==> src/rtl/tss_pkg.sv <==
// Shared constants, types and functions of the temperature segment sequencer.
`timescale 1ns / 1ps

package tss_pkg;

    localparam int SAMPLE_BITS_DEF = 12;
    localparam int MAX_DIGITS_DEF  = 3;

    localparam int ADC_BITS    = 12;
    localparam int S_DATA_W    = 16;
    localparam int SEG_W       = 8;
    localparam int GAIN_W      = 16;
    localparam int OFFSET_W    = 24;
    localparam int APB_ADDR_W  = 3;
    localparam int APB_DATA_W  = 32;
    localparam int FRAC_BITS   = 16;

    localparam logic [GAIN_W-1:0]   GAIN_RESET   = 16'd2708;
    localparam logic [OFFSET_W-1:0] OFFSET_RESET = 24'd1344328;

    // 32 degrees, times 5 for the /5 of the scale, in Q16
    localparam int FAHR_BIAS = 10485760;

    typedef enum logic [0:0] {
        REG_GAIN   = 1'b0,
        REG_OFFSET = 1'b1
    } reg_index_t;

    localparam logic [SEG_W-1:0] SEG_MINUS    = 8'h40;
    localparam logic [SEG_W-1:0] SEG_LETTER_C = 8'h39;
    localparam logic [SEG_W-1:0] SEG_LETTER_F = 8'h71;

    function automatic logic [SEG_W-1:0] seg_digit(input logic [3:0] digit);
        logic [SEG_W-1:0] code;
        unique case (digit)
            4'd0: code = 8'h3F;
            4'd1: code = 8'h06;
            4'd2: code = 8'h5B;
            4'd3: code = 8'h4F;
            4'd4: code = 8'h66;
            4'd5: code = 8'h6D;
            4'd6: code = 8'h7D;
            4'd7: code = 8'h07;
            4'd8: code = 8'h7F;
            4'd9: code = 8'h6F;
            default: code = 8'h00;
        endcase
        return code;
    endfunction

    function automatic longint pow10(input int n);
        longint acc;
        acc = 1;
        for (int i = 0; i < n; i++) begin
            acc = acc * 10;
        end
        return acc;
    endfunction

endpackage

==> src/rtl/temperature_to_segment_sequence_top.sv <==
// Top level: sensor sample to seven-segment code stream, pipelined.
//
// One transfer on the s_ channel carries a converter sample (s_tdata) and
// the display unit (s_tuser: 0 Celsius, 1 Fahrenheit). The sample is scaled
// with the gain and offset registers of the APB port, converted to an
// integer temperature and sent out on the m_ channel as a run of segment
// codes: minus sign if negative, digits from most significant, then the
// unit letter, which carries m_tlast.
// Throughput: the arithmetic pipeline takes a sample every cycle while the
// m_ channel keeps up; the output serializer sends one code per cycle while
// m_tready is high, and a sample is sent as 2 to MAX_DIGITS + 2 codes, set
// by its number of digits and its sign.
// Reset (aresetn low, synchronous) empties the pipeline and the serializer
// and loads the register defaults. When the receiver holds m_tready low the
// current code holds, the pipeline fills up behind it and s_tready drops;
// nothing is lost or repeated.
`timescale 1ns / 1ps

module temperature_to_segment_sequence_top #(
    parameter int SAMPLE_BITS = tss_pkg::SAMPLE_BITS_DEF,
    parameter int MAX_DIGITS  = tss_pkg::MAX_DIGITS_DEF
) (
    input  logic                              aclk,
    input  logic                              aresetn,

    input  logic                              s_tvalid,
    output logic                              s_tready,
    input  logic [tss_pkg::S_DATA_W-1:0]      s_tdata,   // [11:0] adc_sample, [15:12] zero
    input  logic                              s_tuser,   // [0] unit_select

    output logic                              m_tvalid,
    input  logic                              m_tready,
    output logic [tss_pkg::SEG_W-1:0]         m_tdata,   // [7:0] segment_code
    output logic                              m_tlast,   // last_code

    input  logic                              psel,
    input  logic                              penable,
    input  logic                              pwrite,
    input  logic [tss_pkg::APB_ADDR_W-1:0]    paddr,
    input  logic [tss_pkg::APB_DATA_W-1:0]    pwdata,
    output logic [tss_pkg::APB_DATA_W-1:0]    prdata,
    output logic                              pready
);

    localparam int MD   = MAX_DIGITS;
    localparam int PW   = SAMPLE_BITS + tss_pkg::GAIN_W;
    localparam int CW   = PW + 1;
    localparam int NW   = CW + 5;
    localparam int QW   = NW - tss_pkg::FRAC_BITS;
    localparam int S5   = QW + 2;
    localparam longint R5 = ((64'sd1 <<< S5) + 4) / 5;
    localparam int M5W  = QW + S5;
    localparam longint LIMIT = tss_pkg::pow10(MAX_DIGITS) - 1;
    localparam int DW   = $clog2(LIMIT + 1);
    localparam int XW   = (QW > DW) ? QW : DW;
    localparam int S10  = DW + 4;
    localparam longint R10 = ((64'sd1 <<< S10) + 9) / 10;
    localparam int M10W = DW + S10;
    localparam int NDW  = $clog2(MD + 1);
    localparam int CN   = MD + 2;
    localparam int SQW  = CN * tss_pkg::SEG_W;
    localparam int CCW  = $clog2(CN + 1);

    localparam int ST_MUL  = 0;
    localparam int ST_SUB  = 1;
    localparam int ST_FAHR = 2;
    localparam int ST_ABS  = 3;
    localparam int ST_DIV  = 4;
    localparam int ST_SAT  = 5;
    localparam int ST_FMT  = ST_SAT + MD + 1;
    localparam int NS      = ST_FMT + 1;

    // configuration registers
    logic [tss_pkg::GAIN_W-1:0]   gain_reg;
    logic [tss_pkg::OFFSET_W-1:0] offset_reg;
    tss_pkg::reg_index_t          reg_idx;
    logic                         cfg_write;

    assign pready    = 1'b1;
    assign reg_idx   = tss_pkg::reg_index_t'(paddr[tss_pkg::APB_ADDR_W-1:2]);
    assign cfg_write = psel && penable && pwrite && pready;

    always_ff @(posedge aclk) begin
        if (!aresetn) begin
            gain_reg   <= tss_pkg::GAIN_RESET;
            offset_reg <= tss_pkg::OFFSET_RESET;
        end else if (cfg_write) begin
            unique case (reg_idx)
                tss_pkg::REG_GAIN:   gain_reg   <= pwdata[tss_pkg::GAIN_W-1:0];
                tss_pkg::REG_OFFSET: offset_reg <= pwdata[tss_pkg::OFFSET_W-1:0];
                default: ;
            endcase
        end
    end

    always_comb begin
        unique case (reg_idx)
            tss_pkg::REG_GAIN:   prdata = tss_pkg::APB_DATA_W'(gain_reg);
            tss_pkg::REG_OFFSET: prdata = tss_pkg::APB_DATA_W'(offset_reg);
            default:             prdata = '0;
        endcase
    end

    // pipeline control
    logic vld_reg [0:NS-1];
    logic adv     [0:NS-1];
    logic ser_rdy;

    always_comb begin
        adv[NS-1] = !vld_reg[NS-1] || ser_rdy;
        for (int k = NS - 2; k >= 0; k--) begin
            adv[k] = !vld_reg[k] || adv[k+1];
        end
    end

    assign s_tready = adv[ST_MUL];

    always_ff @(posedge aclk) begin
        if (!aresetn) begin
            for (int k = 0; k < NS; k++) begin
                vld_reg[k] <= 1'b0;
            end
        end else begin
            if (adv[0]) begin
                vld_reg[0] <= s_tvalid;
            end
            for (int k = 1; k < NS; k++) begin
                if (adv[k]) begin
                    vld_reg[k] <= vld_reg[k-1];
                end
            end
        end
    end

    // scale: product, offset, Fahrenheit, magnitude, divide by 5 for Fahrenheit
    logic [SAMPLE_BITS-1:0]  sample;
    logic [PW-1:0]           prod_reg;
    logic                    f0_reg;
    logic signed [CW-1:0]    c_reg;
    logic                    f1_reg;
    logic signed [NW-1:0]    c_ext;
    logic signed [NW-1:0]    num_reg;
    logic                    f2_reg;
    logic [NW-1:0]           mag;
    logic [QW-1:0]           q16_reg;
    logic                    neg3_reg;
    logic                    f3_reg;
    logic [M5W-1:0]          p5;
    logic [QW-1:0]           div_reg;
    logic                    neg4_reg;
    logic                    f4_reg;

    assign sample = SAMPLE_BITS'(s_tdata[tss_pkg::ADC_BITS-1:0]);
    assign c_ext  = NW'(c_reg);
    assign mag    = num_reg[NW-1] ? NW'(-num_reg) : NW'(num_reg);
    assign p5     = M5W'(q16_reg) * M5W'(R5);

    always_ff @(posedge aclk) begin
        if (adv[ST_MUL]) begin
            prod_reg <= PW'(sample) * PW'(gain_reg);
            f0_reg   <= s_tuser;
        end
        if (adv[ST_SUB]) begin
            c_reg  <= CW'(signed'({1'b0, prod_reg})) - CW'(signed'({1'b0, offset_reg}));
            f1_reg <= f0_reg;
        end
        if (adv[ST_FAHR]) begin
            num_reg <= f1_reg ? (c_ext <<< 3) + c_ext + NW'(tss_pkg::FAHR_BIAS) : c_ext;
            f2_reg  <= f1_reg;
        end
        if (adv[ST_ABS]) begin
            q16_reg  <= mag[NW-1:tss_pkg::FRAC_BITS];
            neg3_reg <= num_reg[NW-1];
            f3_reg   <= f2_reg;
        end
        if (adv[ST_DIV]) begin
            div_reg  <= f3_reg ? p5[M5W-1:S5] : q16_reg;
            neg4_reg <= neg3_reg;
            f4_reg   <= f3_reg;
        end
    end

    // digit extraction, least significant digit first
    logic [DW-1:0]   dv_reg    [0:MD-1];
    logic [3:0]      ddig_reg  [0:MD][0:MD-1];
    logic            dneg_reg  [0:MD];
    logic            dfahr_reg [0:MD];
    logic [M10W-1:0] p10       [1:MD];
    logic [DW-1:0]   quo       [1:MD];
    logic [DW-1:0]   rem       [1:MD];

    always_comb begin
        for (int k = 1; k <= MD; k++) begin
            p10[k] = M10W'(dv_reg[k-1]) * M10W'(R10);
            quo[k] = p10[k][M10W-1:S10];
            rem[k] = dv_reg[k-1] - ((quo[k] << 3) + (quo[k] << 1));
        end
    end

    always_ff @(posedge aclk) begin
        if (adv[ST_SAT]) begin
            dv_reg[0]    <= (XW'(div_reg) > XW'(LIMIT)) ? DW'(LIMIT) : DW'(div_reg);
            dneg_reg[0]  <= neg4_reg && (div_reg != '0);
            dfahr_reg[0] <= f4_reg;
            for (int i = 0; i < MD; i++) begin
                ddig_reg[0][i] <= 4'd0;
            end
        end
        for (int k = 1; k < MD; k++) begin
            if (adv[ST_SAT + k]) begin
                dv_reg[k] <= quo[k];
            end
        end
        for (int k = 1; k <= MD; k++) begin
            if (adv[ST_SAT + k]) begin
                dneg_reg[k]  <= dneg_reg[k-1];
                dfahr_reg[k] <= dfahr_reg[k-1];
                for (int i = 0; i < MD; i++) begin
                    ddig_reg[k][i] <= (i == k - 1) ? rem[k][3:0] : ddig_reg[k-1][i];
                end
            end
        end
    end

    // code sequence: drop leading zeros, add sign and unit letter
    logic [NDW-1:0]  nd;
    logic [SQW-1:0]  rev;
    logic [SQW-1:0]  body;
    logic [SQW-1:0]  seq;
    logic [CCW-1:0]  cnt;
    logic [SQW-1:0]  seq_reg;
    logic [CCW-1:0]  cnt_reg;

    always_comb begin
        nd = NDW'(1);
        for (int i = 1; i < MD; i++) begin
            if (ddig_reg[MD][i] != 4'd0) begin
                nd = NDW'(i + 1);
            end
        end
        rev = '0;
        for (int j = 0; j < MD; j++) begin
            rev[j*tss_pkg::SEG_W +: tss_pkg::SEG_W] = tss_pkg::seg_digit(ddig_reg[MD][MD-1-j]);
        end
        body = (rev >> (tss_pkg::SEG_W * (MD - int'(nd))))
             | (SQW'(dfahr_reg[MD] ? tss_pkg::SEG_LETTER_F : tss_pkg::SEG_LETTER_C)
                << (tss_pkg::SEG_W * int'(nd)));
        seq = dneg_reg[MD] ? ((body << tss_pkg::SEG_W) | SQW'(tss_pkg::SEG_MINUS)) : body;
        cnt = CCW'(nd) + CCW'(1) + CCW'(dneg_reg[MD]);
    end

    always_ff @(posedge aclk) begin
        if (adv[ST_FMT]) begin
            seq_reg <= seq;
            cnt_reg <= cnt;
        end
    end

    // serializer: one code per transfer
    logic [SQW-1:0] code_reg;
    logic [CCW-1:0] left_reg;
    logic           load;

    assign ser_rdy  = (left_reg == '0) || ((left_reg == CCW'(1)) && m_tready);
    assign load     = vld_reg[ST_FMT] && ser_rdy;
    assign m_tvalid = (left_reg != '0);
    assign m_tdata  = code_reg[tss_pkg::SEG_W-1:0];
    assign m_tlast  = (left_reg == CCW'(1));

    always_ff @(posedge aclk) begin
        if (!aresetn) begin
            left_reg <= '0;
        end else if (load) begin
            left_reg <= cnt_reg;
        end else if (m_tvalid && m_tready) begin
            left_reg <= left_reg - CCW'(1);
        end
    end

    always_ff @(posedge aclk) begin
        if (load) begin
            code_reg <= seq_reg;
        end else if (m_tvalid && m_tready) begin
            code_reg <= code_reg >> tss_pkg::SEG_W;
        end
    end

endmodule

==> config.mk <==
export PLATFORM = sky130hd
export DESIGN_NAME = temperature_to_segment_sequence_top
export DESIGN_NICKNAME = d
export VERILOG_FILES = /design/src/rtl/tss_pkg.sv /design/src/rtl/temperature_to_segment_sequence_top.sv
export SDC_FILE = /design/constraint.sdc
export NUM_CORES = 2
export LEC_CHECK = 0
export ABC_CLOCK_PERIOD_IN_PS = 10200
export BUFFER_PORTS_ARGS = -buffer_cell sky130_fd_sc_hd__buf_4
export CAP_MARGIN = 20
export CORE_MARGIN = 2
export CORE_UTILIZATION = 60
export DETAILED_ROUTE_END_ITERATION = 12
export HOLD_SLACK_MARGIN = 0.05
export PLACE_DENSITY = 0.78
export SKIP_CTS_REPAIR_TIMING = 1
export SLEW_MARGIN = 0
export SYNTH_ARGS = -nofsm -noshare
export SYNTH_HDL_FRONTEND = slang
export SYNTH_SLANG_ARGS = --single-unit
==> constraint.sdc <==
create_clock -name aclk -period 10.2 [get_ports aclk]
set_input_delay 2.04 -clock aclk [delete_from_list [all_inputs] [get_ports aclk]]
set_output_delay 2.04 -clock aclk [all_outputs]
set_load 0.01 [all_outputs]
==> flow_summary_export.csv <==
group,metric,value,unit
outcome,status,"completed",
global_route,grt_overflow,0,
final_layout,fillCellCount,3956,
routing,drt-met1-wl,27500,um
synth,synth-async-reset-ratio,0,%
setup_path,crit_fanout,16,
timing,worst_slew_pin_slew,0.916,ns
synth,synth_ff_type,"edfxtp_1",
timing,relSlewSlack,38.8,%
flow_run,drv_cap,0,
placement,dpl.hpwl,51500,um
synth,synthCells,3055,
floorplan,die_w,231,um
global_route,antenna_found_initial,1,
hold_path,min-delay-start,"ddig_reg[1][9]$_DFFE_PP_",
timing,skew,0.0192,ns
synth,synth_cell_types,72,
hold_path,whs_path_depth,0,
routing,wl_per_cell,17.0,um
setup_path,cp.required,10.50,ns
timing,final.setup.tns,0,ns
final_layout,largest_reg_flops,34,
clock_tree,htreeDepth,2,
timing,rsz0062_at_grt,"no",
final_layout,final_nets,3908,
global_route,grt_pass1_wl,109000,um
placement,gp_congestion,0.939,
setup_path,reg2reg_slack,3.12,ns
floorplan,die-height,231,um
floorplan,coreArea,0.0512,sq mm
hold_path,hold_class,"reg2reg",
final_layout,multi_input_area,0.0198,sq mm
global_route,grt_pass1_vias,22400,
synth,synth_edf_count,255,
timing,max_freq,136,MHz
clock_tree,cts_tree,"done",
routing,wirelength,64600,um
routing,wl_met3,3020,um
synth,synth-seq-cells,307,
routing,dr.pass1.iters,5,
synth,yosysMostFrequentCell,"inv_1",
clock_tree,clk_path_buf_depth,3,
synth,syn_area,0.0310,sq mm
setup_path,end_kind,"register",
routing,routed.top_layer,"met5",
synth,synthTopCellsByArea,"edfxtp_1 25%, fa_1 19%, ha_1 19%, inv_1 6.9%, dfxtp_1 3.4%",
routing,drtAntennaViolNets,0,
timing,period_share,71.9,%
setup_path,r2r_start,"q16_reg[10]$_DFFE_PP_",
placement,placed_area,0.0321,sq mm
final_layout,stdcell_area,0.0334,sq mm
timing,final_max_slew_viol_count,0,
final_layout,drive_gt1_share,7.75,%
synth,yosys-top-cells-count,"574 x inv_1, 461 x ha_1, 292 x fa_1, 276 x nand2_1, 255 x edfxtp_1",
setup_path,cp_data_arrival_time,7.63,ns
timing,hold_violations,0,
routing,drt_iter0_markers,1351,
routing,num_vias,21200,
timing,setup-violations-final,0,
placement,portBuffers,78,
clock_tree,worst_skew_pair.late_latency,0.55,ns
floorplan,initial_core_util,60.6,%
setup_path,r2r_end,"div_reg[15]$_DFFE_PP_",
final_layout,ff_latch_area,0.00870,sq mm
final_layout,diodes,0,
clock_tree,cts.sinks,307,
synth,ys_warn_count,0,
final_layout,areaGrowthSynthToFinish,7.71,%
setup_path,worst-setup-path-type,"in2reg",
routing,via_per_inst,5.57,
floorplan,dieArea,0.0535,sq mm
floorplan,std_cell_rows,83,
setup_path,ff2ff_path_depth,20,
routing,wl_met2,32200,um
routing,drcViolationCount,0,
global_route,track_usage,25.1,%
clock_tree,numCtsBuffers,36,
global_route,grt_max_degree,55,
setup_path,cp-start-kind,"primary input",
synth,synth_top_area_share,24.7,%
synth,synth.largest_area_cell,"edfxtp_1",
hold_path,whs_endpoint,"ddig_reg[2][9]$_DFFE_PP_",
synth,synth-seq-area-share,28.0,%
floorplan,io_pins,103,
synth,synth.avg_cell_area,10.2,sq um
timing,min_period,7.33,ns
clock_tree,clk_pin_slew,0.06,ns
clock_tree,root_buffer,"clkbuf_16",
## layout make-up
type | count | share of cell area [%]
clock buffer | 45 | 2.93
clock inverter | 20 | 0.753
inverter | 576 | 6.47
multi-input combinational | 2087 | 59.2
sequential | 307 | 26.0
tap | 680 | 2.55
timing repair buffer | 88 | 2.06
## per-stage QoR
stage          hold slack, ns  instances  util (%)  setup WS, ns
2_1_floorplan           0.400       3063         -          2.78
3_3_place_gp            0.401       3735      62.8          2.49
3_5_place_dp            0.405       3735      62.8          2.42
4_1_cts                 0.419       3800      65.2          2.97
5_1_grt                 0.428       3803      65.2          2.65
6_report                0.417       3803      65.2          2.87
## worst max-delay path by stage
stage / to / depth (start not counted) / slack, ns / start
CTS: prod_reg[27]$_DFFE_PN_ / 19 / 2.97 / s_tdata[11]
floorplan: prod_reg[27]$_DFFE_PN_ / 20 / 2.78 / s_tdata[5]
detailed placement: prod_reg[27]$_DFFE_PN_ / 19 / 2.42 / s_tdata[11]
global route: prod_reg[27]$_DFFE_PN_ / 19 / 2.65 / s_tdata[11]
global placement: prod_reg[27]$_DFFE_PN_ / 19 / 2.49 / s_tdata[11]
finish: prod_reg[27]$_DFFE_PN_ / 19 / 2.87 / s_tdata[11]
## logic make-up after synthesis
family	Yosys count	share of synthesized area [%]
buf+inv	669	8.30
compound gates	437	9.06
flops	307	28.0
other cells	2	0.0242
xor+xnor	137	3.87
mux	81	2.90
fa+ha+maj	754	37.5
simple gates	668	10.3
## cell usage in the layout, fill, tap and decap left out, types with 86 or more instances in the layout
cell type | Yosys | final
a21oi_1 | 118 | 118
and2_1 | 97 | 97
buf_4 | 17 | 86
edfxtp_1 | 255 | 255
fa_1 | 292 | 292
ha_1 | 461 | 461
inv_1 | 574 | 574
nand2_1 | 276 | 276
nor2_1 | 116 | 115
o21ai_0 | 88 | 88
xnor2_1 | 103 | 103
## worst max-delay path, stage by stage
cell      delay (ns)
buf_4           0.18
and2_1          0.19
fa_1            0.50
fa_1            0.51
fa_1            0.53
fa_1            0.55
inv_1           0.06
fa_1            0.53
inv_1           0.04
ha_1            0.36
a211o_1         0.33
a211oi_1        0.29
and3b_1         0.22
o31a_1          0.30
nor3_1          0.20
o311ai_0        0.27
a21o_1          0.26
a21oi_1         0.18
xnor2_1         0.09
## routing by layer
layer / track usage, % / vias to the layer above
li1: - / 10200
met1: 32.3 / 10400
met2: 43.9 / 508
met3: 3.42 / 111
met4: 7.66 / 2
met5: 0 / -
Power is left out: the tool's default activity adds up to more than one toggle a clock period on the data nets, which glitch-free logic cannot reach.
